## config.mk

```make
export PLATFORM = sky130hd
export DESIGN_NAME = obstacle_speed_steer_conditioner
export DESIGN_NICKNAME = d
export VERILOG_FILES = /design/src/hdl/ossc_pkg.sv /design/src/hdl/obstacle_speed_steer_conditioner.sv /design/src/hdl/ossc_seq.sv /design/src/hdl/ossc_dp.sv
export SDC_FILE = /design/constraint.sdc
export NUM_CORES = 1
export LEC_CHECK = 0
export BUFFER_PORTS_ARGS = -buffer_cell sky130_fd_sc_hd__buf_2
export CAP_MARGIN = 20
export CORE_MARGIN = 2
export CORE_UTILIZATION = 49
export CTS_CLUSTER_SIZE = 24
export DETAILED_ROUTE_END_ITERATION = 10
export PLACE_DENSITY = 0.71
export SYNTH_ARGS = -nofsm -noshare
export SYNTH_HDL_FRONTEND = slang
export SYNTH_SLANG_ARGS = --single-unit
export TNS_END_PERCENT = 30
```

## constraint.sdc

```tcl
create_clock -name aclk -period 26.4 [get_ports aclk]
set_clock_uncertainty 0.2 [all_clocks]
set_input_delay 5.28 -clock aclk [delete_from_list [all_inputs] [get_ports aclk]]
set_output_delay 5.28 -clock aclk [all_outputs]
set_load 0.02 [all_outputs]
```

## src/hdl/ossc_pkg.sv

```systemverilog
// Shared types, constants and the control-store program of the speed and steer conditioner.
`timescale 1ns / 1ps
`default_nettype none

package ossc_pkg;

    localparam int unsigned PC_W = 4;
    localparam int unsigned RING_DEPTH = 3;

    localparam logic [16:0] ONE_Q15  = 17'd32768;
    localparam logic [33:0] HALF_Q15 = 34'd16384;
    localparam logic signed [15:0] YAW_LIMIT = 16'sd23040;
    localparam logic signed [18:0] SPEED_MAX = 19'sd32767;

    localparam logic [1:0] MODE_IDLE     = 2'd0;
    localparam logic [1:0] MODE_UNLOCKED = 2'd1;
    localparam logic [1:0] MODE_STOPPING = 2'd2;

    localparam logic [2:0] CFG_SPEED_SMOOTHING = 3'd0;
    localparam logic [2:0] CFG_TURN_SMOOTHING  = 3'd1;
    localparam logic [2:0] CFG_SPEED_LIMIT     = 3'd2;
    localparam logic [2:0] CFG_TURN_GAIN       = 3'd3;
    localparam logic [2:0] CFG_HOVER_HEIGHT    = 3'd4;

    localparam logic [15:0] RST_SPEED_SMOOTHING = 16'd22938;
    localparam logic [15:0] RST_TURN_SMOOTHING  = 16'd16384;
    localparam logic [14:0] RST_SPEED_LIMIT     = 15'd3277;
    localparam logic [14:0] RST_TURN_GAIN       = 15'd15360;
    localparam logic [11:0] RST_HOVER_HEIGHT    = 12'd300;

    localparam logic [PC_W-1:0] STOP_ADDR = PC_W'(9);

    // operand pair fed to the shared multiplier
    typedef enum logic [2:0] {
        M_GAIN_STEER,
        M_LIMIT_MED,
        M_TURN_WB,
        M_TGT_B,
        M_SPEED_WA,
        M_TGT_A
    } mul_sel_t;

    typedef enum logic [1:0] {
        ACC_HOLD,
        ACC_LOAD,
        ACC_ADD
    } acc_op_t;

    typedef enum logic [2:0] {
        D_NONE,
        D_MED,
        D_TGT_SAT,
        D_TGT,
        D_TURN,
        D_SPEED
    } dst_t;

    typedef enum logic {
        BR_NEXT,
        BR_IF_STOP
    } br_t;

    typedef struct packed {
        mul_sel_t mul;
        acc_op_t  acc;
        dst_t     dst;
        br_t      br;
        logic     last;
        logic     stop_out;
    } ctrl_word_t;

    // what the top level hands the datapath when an item is taken
    typedef struct packed {
        logic               latch_steer;
        logic               write_ring;
        logic [15:0]        collision;
        logic signed [15:0] steer;
    } item_load_t;

    function automatic ctrl_word_t ucode(input logic [PC_W-1:0] addr);
        ctrl_word_t w;
        w = '{mul: M_GAIN_STEER, acc: ACC_HOLD, dst: D_NONE, br: BR_NEXT,
              last: 1'b1, stop_out: 1'b0};
        case (addr)
            PC_W'(0): w = '{M_GAIN_STEER, ACC_HOLD, D_MED,     BR_IF_STOP, 1'b0, 1'b0};
            PC_W'(1): w = '{M_LIMIT_MED,  ACC_LOAD, D_NONE,    BR_NEXT,    1'b0, 1'b0};
            PC_W'(2): w = '{M_TURN_WB,    ACC_LOAD, D_TGT_SAT, BR_NEXT,    1'b0, 1'b0};
            PC_W'(3): w = '{M_TGT_B,      ACC_LOAD, D_TGT,     BR_NEXT,    1'b0, 1'b0};
            PC_W'(4): w = '{M_SPEED_WA,   ACC_ADD,  D_NONE,    BR_NEXT,    1'b0, 1'b0};
            PC_W'(5): w = '{M_TGT_A,      ACC_LOAD, D_TURN,    BR_NEXT,    1'b0, 1'b0};
            PC_W'(6): w = '{M_TGT_A,      ACC_ADD,  D_NONE,    BR_NEXT,    1'b0, 1'b0};
            PC_W'(7): w = '{M_TGT_A,      ACC_HOLD, D_SPEED,   BR_NEXT,    1'b0, 1'b0};
            PC_W'(8): w = '{M_TGT_A,      ACC_HOLD, D_NONE,    BR_NEXT,    1'b1, 1'b0};
            STOP_ADDR: w = '{M_TGT_A,     ACC_HOLD, D_NONE,    BR_NEXT,    1'b1, 1'b1};
            default: w = '{M_GAIN_STEER,  ACC_HOLD, D_NONE,    BR_NEXT,    1'b1, 1'b0};
        endcase
        return w;
    endfunction

endpackage

`default_nettype wire

```

## src/hdl/obstacle_speed_steer_conditioner.sv

```systemverilog
// An unlocked item gives its setpoint on its last control-store step after it is accepted,
// a stopping item on its stop step; an idle item is absorbed with no result.
// The input stays closed while an item runs (nine control-store steps run both filters
// through the single shared 17x17 multiplier); the last step waits while a result is unread.
// Reset (aresetn low, synchronous): ring, filter state and sequencer clear, registers
// take their defaults, no result is pending.
`timescale 1ns / 1ps
`default_nettype none

module obstacle_speed_steer_conditioner (
    input  wire logic        aclk,
    input  wire logic        aresetn,
    input  wire logic        s_tvalid,
    output logic             s_tready,
    input  wire logic [31:0] s_tdata,   // collision [15:0], steer_in [31:16]
    input  wire logic [2:0]  s_tuser,   // flight_mode [1:0], sample_valid [2]
    output logic             m_tvalid,
    input  wire logic        m_tready,
    output logic [47:0]      m_tdata,   // forward_speed [14:0], yaw_rate_out [30:15],
                                        // height_out [42:31], zero fill [47:43]
    output logic             m_tuser,   // stop_setpoint
    input  wire logic        cfg_we,
    input  wire logic [2:0]  cfg_index,
    input  wire logic [15:0] cfg_wdata
);

    logic [15:0] speed_smoothing_reg;
    logic [15:0] turn_smoothing_reg;
    logic [14:0] speed_limit_reg;
    logic [14:0] turn_gain_reg;
    logic [11:0] hover_height_reg;

    logic               m_tvalid_reg;
    logic               stop_reg;
    logic [14:0]        speed_o_reg;
    logic signed [15:0] yaw_o_reg;
    logic [11:0]        height_o_reg;

    logic [1:0]           mode;
    logic                 s_accept;
    logic                 start;
    logic                 out_hold;
    logic                 step_en;
    logic                 busy;
    ossc_pkg::ctrl_word_t ctrl;
    ossc_pkg::item_load_t load;
    logic [14:0]          speed_now;
    logic signed [15:0]   turn_now;

    assign mode     = s_tuser[1:0];
    assign s_tready = !busy;
    assign s_accept = s_tvalid && s_tready;
    assign start    = s_accept &&
                      (mode == ossc_pkg::MODE_UNLOCKED || mode == ossc_pkg::MODE_STOPPING);
    assign out_hold = m_tvalid_reg && !m_tready;

    always_comb begin
        load.latch_steer = start;
        load.write_ring  = s_accept && mode == ossc_pkg::MODE_UNLOCKED && s_tuser[2];
        load.collision   = s_tdata[15:0];
        // steer counts as zero on ticks without a new sample
        load.steer       = s_tuser[2] ? signed'(s_tdata[31:16]) : '0;
    end

    ossc_seq u_seq (
        .aclk       (aclk),
        .aresetn    (aresetn),
        .start      (start),
        .start_stop (mode == ossc_pkg::MODE_STOPPING),
        .out_hold   (out_hold),
        .ctrl       (ctrl),
        .step_en    (step_en),
        .busy       (busy)
    );

    ossc_dp u_dp (
        .aclk            (aclk),
        .aresetn         (aresetn),
        .load            (load),
        .ctrl            (ctrl),
        .step_en         (step_en),
        .speed_smoothing (speed_smoothing_reg),
        .turn_smoothing  (turn_smoothing_reg),
        .speed_limit     (speed_limit_reg),
        .turn_gain       (turn_gain_reg),
        .speed_out       (speed_now),
        .turn_out        (turn_now)
    );

    always_ff @(posedge aclk) begin
        if (!aresetn) begin
            speed_smoothing_reg <= ossc_pkg::RST_SPEED_SMOOTHING;
            turn_smoothing_reg  <= ossc_pkg::RST_TURN_SMOOTHING;
            speed_limit_reg     <= ossc_pkg::RST_SPEED_LIMIT;
            turn_gain_reg       <= ossc_pkg::RST_TURN_GAIN;
            hover_height_reg    <= ossc_pkg::RST_HOVER_HEIGHT;
        end else if (cfg_we) begin
            case (cfg_index)
                ossc_pkg::CFG_SPEED_SMOOTHING: speed_smoothing_reg <= cfg_wdata;
                ossc_pkg::CFG_TURN_SMOOTHING:  turn_smoothing_reg  <= cfg_wdata;
                ossc_pkg::CFG_SPEED_LIMIT:     speed_limit_reg     <= cfg_wdata[14:0];
                ossc_pkg::CFG_TURN_GAIN:       turn_gain_reg       <= cfg_wdata[14:0];
                ossc_pkg::CFG_HOVER_HEIGHT:    hover_height_reg    <= cfg_wdata[11:0];
                default: begin
                end
            endcase
        end
    end

    // result register: load on the final program step, drop when taken
    always_ff @(posedge aclk) begin
        if (!aresetn) begin
            m_tvalid_reg <= 1'b0;
        end else if (step_en && ctrl.last) begin
            m_tvalid_reg <= 1'b1;
        end else if (m_tready) begin
            m_tvalid_reg <= 1'b0;
        end
    end

    always_ff @(posedge aclk) begin
        if (step_en && ctrl.last) begin
            stop_reg     <= ctrl.stop_out;
            speed_o_reg  <= ctrl.stop_out ? '0 : speed_now;
            yaw_o_reg    <= ctrl.stop_out ? '0 : turn_now;
            height_o_reg <= ctrl.stop_out ? '0 : hover_height_reg;
        end
    end

    assign m_tvalid = m_tvalid_reg;
    assign m_tuser  = stop_reg;
    assign m_tdata  = {5'b00000, height_o_reg, yaw_o_reg, speed_o_reg};

endmodule

`default_nettype wire

```

## src/hdl/ossc_seq.sv

```systemverilog
// Step counter and control-store sequencer of the conditioner.
`timescale 1ns / 1ps
`default_nettype none

module ossc_seq (
    input  wire logic                  aclk,
    input  wire logic                  aresetn,
    input  wire logic                  start,
    input  wire logic                  start_stop,
    input  wire logic                  out_hold,
    output ossc_pkg::ctrl_word_t       ctrl,
    output logic                       step_en,
    output logic                       busy
);

    logic [ossc_pkg::PC_W-1:0] pc_reg, pc_next;
    logic                      busy_reg, busy_next;
    logic                      stop_reg, stop_next;

    assign ctrl    = ossc_pkg::ucode(pc_reg);
    // hold on the final step while the result register is still occupied
    assign step_en = busy_reg && !(ctrl.last && out_hold);
    assign busy    = busy_reg;

    always_comb begin
        pc_next   = pc_reg;
        busy_next = busy_reg;
        stop_next = stop_reg;
        if (start && !busy_reg) begin
            pc_next   = '0;
            busy_next = 1'b1;
            stop_next = start_stop;
        end else if (step_en) begin
            if (ctrl.last) begin
                busy_next = 1'b0;
            end else if (ctrl.br == ossc_pkg::BR_IF_STOP && stop_reg) begin
                pc_next = ossc_pkg::STOP_ADDR;
            end else begin
                pc_next = pc_reg + ossc_pkg::PC_W'(1);
            end
        end
    end

    always_ff @(posedge aclk) begin
        if (!aresetn) begin
            pc_reg   <= '0;
            busy_reg <= 1'b0;
            stop_reg <= 1'b0;
        end else begin
            pc_reg   <= pc_next;
            busy_reg <= busy_next;
            stop_reg <= stop_next;
        end
    end

endmodule

`default_nettype wire

```

## src/hdl/ossc_dp.sv

```systemverilog
// Datapath: collision ring, median, shared multiplier, accumulator and filter state.
`timescale 1ns / 1ps
`default_nettype none

module ossc_dp (
    input  wire logic                  aclk,
    input  wire logic                  aresetn,
    input  wire ossc_pkg::item_load_t  load,
    input  wire ossc_pkg::ctrl_word_t  ctrl,
    input  wire logic                  step_en,
    input  wire logic [15:0]           speed_smoothing,
    input  wire logic [15:0]           turn_smoothing,
    input  wire logic [14:0]           speed_limit,
    input  wire logic [14:0]           turn_gain,
    output logic [14:0]                speed_out,
    output logic signed [15:0]         turn_out
);

    localparam int unsigned SLOT_W =
        (ossc_pkg::RING_DEPTH > 1) ? $clog2(ossc_pkg::RING_DEPTH) : 1;

    logic [15:0]        ring_reg [ossc_pkg::RING_DEPTH];
    logic [SLOT_W-1:0]  slot_reg;
    logic [14:0]        speed_reg;
    logic signed [15:0] turn_reg;
    logic signed [15:0] steer_reg;
    logic [15:0]        med_reg;
    logic signed [15:0] tgt_reg;
    logic signed [33:0] prod_reg;
    logic signed [33:0] acc_reg;

    logic [15:0]        coll_sat;
    logic [16:0]        wa, wb;
    logic signed [16:0] op_a, op_b;
    logic signed [18:0] scaled;
    logic [15:0]        med_now;

    function automatic logic [15:0] median3(input logic [15:0] p, input logic [15:0] q,
                                            input logic [15:0] r);
        logic [15:0] lo;
        logic [15:0] hi;
        lo = (p < q) ? p : q;
        hi = (p < q) ? q : p;
        if (r <= lo) begin
            return lo;
        end else if (r >= hi) begin
            return hi;
        end
        return r;
    endfunction

    function automatic logic [16:0] clamp_w(input logic [15:0] w);
        return ({1'b0, w} > ossc_pkg::ONE_Q15) ? ossc_pkg::ONE_Q15 : {1'b0, w};
    endfunction

    function automatic logic signed [15:0] sat_yaw(input logic signed [18:0] v);
        if (v > 19'(ossc_pkg::YAW_LIMIT)) begin
            return ossc_pkg::YAW_LIMIT;
        end else if (v < -19'(ossc_pkg::YAW_LIMIT)) begin
            return -ossc_pkg::YAW_LIMIT;
        end
        return v[15:0];
    endfunction

    function automatic logic [14:0] sat_speed(input logic signed [18:0] v);
        if (v[18]) begin
            return '0;
        end else if (v > ossc_pkg::SPEED_MAX) begin
            return 15'h7FFF;
        end
        return v[14:0];
    endfunction

    assign coll_sat = ({1'b0, load.collision} > ossc_pkg::ONE_Q15) ?
                      ossc_pkg::ONE_Q15[15:0] : load.collision;
    assign wa       = clamp_w(speed_smoothing);
    assign wb       = clamp_w(turn_smoothing);
    assign med_now  = median3(ring_reg[0], ring_reg[1], ring_reg[2]);
    assign scaled   = acc_reg[33:15];

    always_comb begin
        op_a = '0;
        op_b = '0;
        case (ctrl.mul)
            ossc_pkg::M_GAIN_STEER: begin
                op_a = signed'({2'b00, turn_gain});
                op_b = 17'(steer_reg);
            end
            ossc_pkg::M_LIMIT_MED: begin
                op_a = signed'({2'b00, speed_limit});
                op_b = signed'(ossc_pkg::ONE_Q15 - {1'b0, med_reg});
            end
            ossc_pkg::M_TURN_WB: begin
                op_a = signed'(ossc_pkg::ONE_Q15 - wb);
                op_b = 17'(turn_reg);
            end
            ossc_pkg::M_TGT_B: begin
                op_a = signed'(wb);
                op_b = 17'(tgt_reg);
            end
            ossc_pkg::M_SPEED_WA: begin
                op_a = signed'(ossc_pkg::ONE_Q15 - wa);
                op_b = signed'({2'b00, speed_reg});
            end
            ossc_pkg::M_TGT_A: begin
                op_a = signed'(wa);
                op_b = 17'(tgt_reg);
            end
            default: begin
                op_a = '0;
                op_b = '0;
            end
        endcase
    end

    // filter state and ring
    always_ff @(posedge aclk) begin
        if (!aresetn) begin
            for (int i = 0; i < ossc_pkg::RING_DEPTH; i++) begin
                ring_reg[i] <= '0;
            end
            slot_reg  <= '0;
            speed_reg <= '0;
            turn_reg  <= '0;
        end else begin
            if (load.write_ring) begin
                ring_reg[slot_reg] <= coll_sat;
                slot_reg <= (slot_reg == SLOT_W'(ossc_pkg::RING_DEPTH - 1)) ? '0 :
                            slot_reg + SLOT_W'(1);
            end
            if (step_en && ctrl.dst == ossc_pkg::D_TURN) begin
                turn_reg <= sat_yaw(scaled);
            end
            if (step_en && ctrl.dst == ossc_pkg::D_SPEED) begin
                speed_reg <= sat_speed(scaled);
            end
        end
    end

    // scratch registers of the sequenced datapath
    always_ff @(posedge aclk) begin
        if (load.latch_steer) begin
            steer_reg <= load.steer;
        end
        if (step_en) begin
            prod_reg <= op_a * op_b;
            case (ctrl.acc)
                ossc_pkg::ACC_LOAD: acc_reg <= prod_reg + signed'(ossc_pkg::HALF_Q15);
                ossc_pkg::ACC_ADD:  acc_reg <= acc_reg + prod_reg;
                default:            acc_reg <= acc_reg;
            endcase
            case (ctrl.dst)
                ossc_pkg::D_MED:     med_reg <= med_now;
                ossc_pkg::D_TGT_SAT: tgt_reg <= sat_yaw(scaled);
                ossc_pkg::D_TGT:     tgt_reg <= scaled[15:0];
                default: begin
                end
            endcase
        end
    end

    assign speed_out = speed_reg;
    assign turn_out  = turn_reg;

endmodule

`default_nettype wire

```

==> results.md <==
* Share of layout cells above drive strength 1 at 8.36%
* DR pass1 iterations at 5
* WP data arrival at between 10000 and 15000 ps
* PD cells at between 90 and 100 nW/µm²
* CTS tree: done
* Sequential power share at 23.3%
* Slowest cell delay on critical path at just under 900 ps
* Status: complete, no violations
* Achievable Freq at a little under 100 MHz
* Post-layout min period at 10380 ps
* Root Driver: clkbuf_16
* Clock share of power at 17.5%
* Mapped Avg Cell Area at 9.38 µm²
* Worst Hold End: hover_height_reg[9]
* FF+latch area at 8730 µm²
* Max FFs per register at 48
* Hold path cells at 2
* Hold crit path type: register to register
* Fin nets at approximately 3700
* GRT overflow at 0
* Worst VDD drop at around 0.11 mV
* Psw at ~1.3 mW
* Max Root-Sink Buffers at 3
* Die W at 247 µm
* Sw Ratio at 43.5%
* Core area at 57900 µm²
* HP Start: hover_height_reg[9]
* DR WL/cell at 19.8 µm
* Crit end category: register
* Period Utilization, post-route at 39.3%
* Area Overhead vs Synth at 8.85%
* CTS buffer count at 36
* Post-route setup TNS at 0 ps
* Die height at 247 µm
* Fin. max-slew vios at 0
* Via count at roughly 22000
* Synth Instances at approximately 3100
* Post-CTS Hold Buffers at 0
* Dominant synthesized flop cell: edfxtp_1
* Reg2reg path depth at 29
* Final hold vios at 0
* Antenna diodes at 0
* Via density at 5.61
* 1st-iter DRT viols at about 1600
* Asr flop ratio synth at 0%
* Critical-path top delay cell: fa_1
* Clk slew on worst S/H paths at 70 ps
* Post-cts gate resize count at 0
* Sequential fraction of the synthesis area at around 30%
* Initial antenna violation count at 4
* Routed Antenna Nets at 0
* RSZ-0062 raised after global routing: false
* Final Cell Area at 31400 µm²
* Pin count of the biggest net entering global routing at 53
* GRT Overall Usage at 26.2%
* Max_cap viols at 0
* H-tree levels at 2
* Combinational share of power at 59.2%
* Most frequent CP cell: fa_1
* First-pass GRT wire length at 124000 µm
* Sinks on Clock Net at 332
* Vias in the first global route at ~22000
* Syn. warnings at 0
* Initial Utilization at between 40% and 50%
* Register bit total from synthesis at 332
* Yosys cell types at 81
* Die ar. at 60800 µm²
* WP data required at 26500 ps
* Clock Latency Late Sink at 550 ps
* Finish-stage setup viols at 0
* FILL cells at roughly 5200
* Post-Syn Area at 28800 µm²
* Crit-path max FO at 10
* Placed cell area at 30100 µm²
* Flop2flop setup slack at 16020 ps
* R2r startpoint: turn_smoothing_reg[5]
* Residual DRC count at 0
* Gpl congestion at just under 1
* Critical R2R Capture: u_dp.prod_reg[32]
* Rows at 88
* Final WL at 77500 µm
* Worst Setup Start Kind: register
* Post-synth EDFFs at 208
* Hold_ws at 251 ps
* Actual slew at the worst max-slew pin at 1180 ps
* Internal power at 1.67 mW
* Worst rel slew slack at 21.6%
* WS Path Type: register to register
* Port Buffers at 104
* Multi-input logic area at 18100 µm²
* Leak at 14.1 nW
* Top Ports at 110
* Setup bufs post-CTS at 0
* Detail Placement HPWL at 59700 µm
[power by group through the flow]
stage               Combinational (mW)  Sequential, mW  Clock [mW]
floorplan                         1.33           0.686           0
global placement                  1.72           0.701           0
global route                      2.01           0.695       0.544
CTS                               1.75           0.691       0.525
detailed placement                1.74           0.702           0
finish                            1.75           0.691       0.517
[worst max path at each step]
stage / from / endpoint / slack (ps)
global route: speed_smoothing_reg[5] / u_dp.prod_reg[32] / 15170
global placement: turn_smoothing_reg[5] / u_dp.prod_reg[32] / 16120
floorplan: turn_smoothing_reg[5] / u_dp.prod_reg[32] / 17220
detailed placement: turn_smoothing_reg[5] / u_dp.prod_reg[32] / 16000
finish: turn_smoothing_reg[5] / u_dp.prod_reg[32] / 16020
CTS: turn_smoothing_reg[5] / u_dp.prod_reg[32] / 15980
[Yosys cell counts, drive strengths merged, types with 6 or more instances]
| library cell | number | area (µm²) |
|---|---|---|
| inv | 424 | 1590 |
| nor2 | 340 | 1280 |
| nand2 | 321 | 1200 |
| fa | 298 | 5970 |
| edfxtp | 208 | 6250 |
| ha | 173 | 2160 |
| a21oi | 159 | 800 |
| dfxtp | 124 | 2480 |
| clkbuf | 101 | 380 |
| and2 | 90 | 563 |
| xnor2 | 79 | 692 |
| o21ai | 75 | 375 |
| nor2b | 58 | 363 |
| mux2i | 57 | 571 |
| nand3 | 54 | 270 |
| nand2b | 50 | 313 |
| a21o | 42 | 315 |
| nor3 | 32 | 165 |
| a221oi | 28 | 269 |
| xor2 | 26 | 228 |
| buf | 25 | 138 |
| or2 | 23 | 144 |
| mux2 | 22 | 248 |
| a22oi | 21 | 158 |
| a211oi | 20 | 160 |
| and3 | 19 | 119 |
| o21a | 18 | 135 |
| nand4 | 15 | 93.8 |
| a31oi | 12 | 75.1 |
| nor4 | 12 | 75.1 |
| o2111ai | 10 | 87.6 |
| o21bai | 10 | 75.1 |
| or3 | 10 | 62.6 |
| o2111a | 9 | 101 |
| a2111oi | 8 | 70.1 |
| nor3b | 8 | 65.1 |
| or4 | 8 | 60.1 |
| a221o | 7 | 70.1 |
| o211ai | 6 | 45.0 |
[critical path, delay by kind of cell (launching register included)]
family	cells	cell delay [ps]
adder cells (fa/ha/maj)	8	4140
AO/OA/AOI/OAI	8	3090
AND/OR/NAND/NOR	7	1800
buffers and inverters	5	390
flip-flops	1	330
XOR/XNOR	1	160
[through the flow]
step                      setup slack, ps  std cells  util (%)  power [mW]
after floorplan                     17220       3075         -        2.01
after global placement              16120       3854      52.0        2.42
final                               16020       3922      54.2        2.96
after global routing                15170       3922      54.2        3.24
after detailed placement            16000       3855      52.1        2.44
after CTS                           15980       3921      54.1        2.97
[placed cells by master, fill, tap and decap left out, types with 8 or more instances in the layout]
| master | Yosys | routed |
|---|---|---|
| clkbuf_16 | 0 | 39 |
| a31oi_1 | 12 | 12 |
| nand4_1 | 15 | 15 |
| and2_1 | 90 | 90 |
| o2111ai_1 | 10 | 10 |
| fa_1 | 298 | 298 |
| nor3_1 | 31 | 31 |
| clkbuf_1 | 100 | 9 |
| nor4_1 | 12 | 12 |
| o21a_1 | 18 | 18 |
| a2111oi_0 | 8 | 8 |
| a21oi_1 | 158 | 158 |
| ha_1 | 173 | 173 |
| buf_2 | 8 | 104 |
| or4_1 | 8 | 8 |
| nor2_1 | 340 | 338 |
| inv_1 | 424 | 423 |
| mux2_2 | 22 | 22 |
| or2_2 | 19 | 19 |
| a221oi_1 | 26 | 21 |
| o21ai_0 | 73 | 72 |
| and3_1 | 19 | 19 |
| o2111a_1 | 9 | 9 |
| xor2_1 | 26 | 26 |
| nand2_1 | 321 | 321 |
| or3_1 | 10 | 10 |
| o21bai_1 | 10 | 10 |
| a21o_1 | 42 | 42 |
| buf_4 | 7 | 36 |
| xnor2_1 | 79 | 79 |
| a22oi_1 | 21 | 21 |
| nor2b_1 | 58 | 58 |
| edfxtp_1 | 208 | 208 |
| mux2i_1 | 57 | 57 |
| nand3_1 | 54 | 54 |
| dfxtp_1 | 124 | 123 |
| nand2b_1 | 50 | 50 |
| a211oi_1 | 18 | 18 |
[layout make-up]
| type | instances | share of cell area (%) |
|---|---|---|
| Clock buffer | 52 | 3.39 |
| Clock inverter | 14 | 0.459 |
| Inverter | 424 | 5.07 |
| Multi-Input combinational cell | 2193 | 57.6 |
| Sequential cell | 332 | 27.8 |
| Tap cell | 765 | 3.05 |
| Timing Repair Buffer | 142 | 2.60 |
[cell families after synthesis]
kind of cell | after synthesis | synth area share (%)
xor+xnor | 105 | 3.19
simple gates | 1053 | 16.9
mux | 79 | 2.84
other cells | 1 | 0.0130
flops | 332 | 30.3
buf+inv | 550 | 7.32
compound gates | 480 | 11.2
fa+ha+maj | 471 | 28.2
[layer usage]
layer  GRT usage [%]  routed length (µm)  vias up  share of wire (%)
li1                -                   -    10285                  -
met1            36.1               33400    10781                 43
met2            42.4               36000      802                 46
met3            3.94                5580      147                7.2
met4            8.47                2550        0                3.3
met5               0                   0        -                  0
Power figures use the tool's default switching activity.
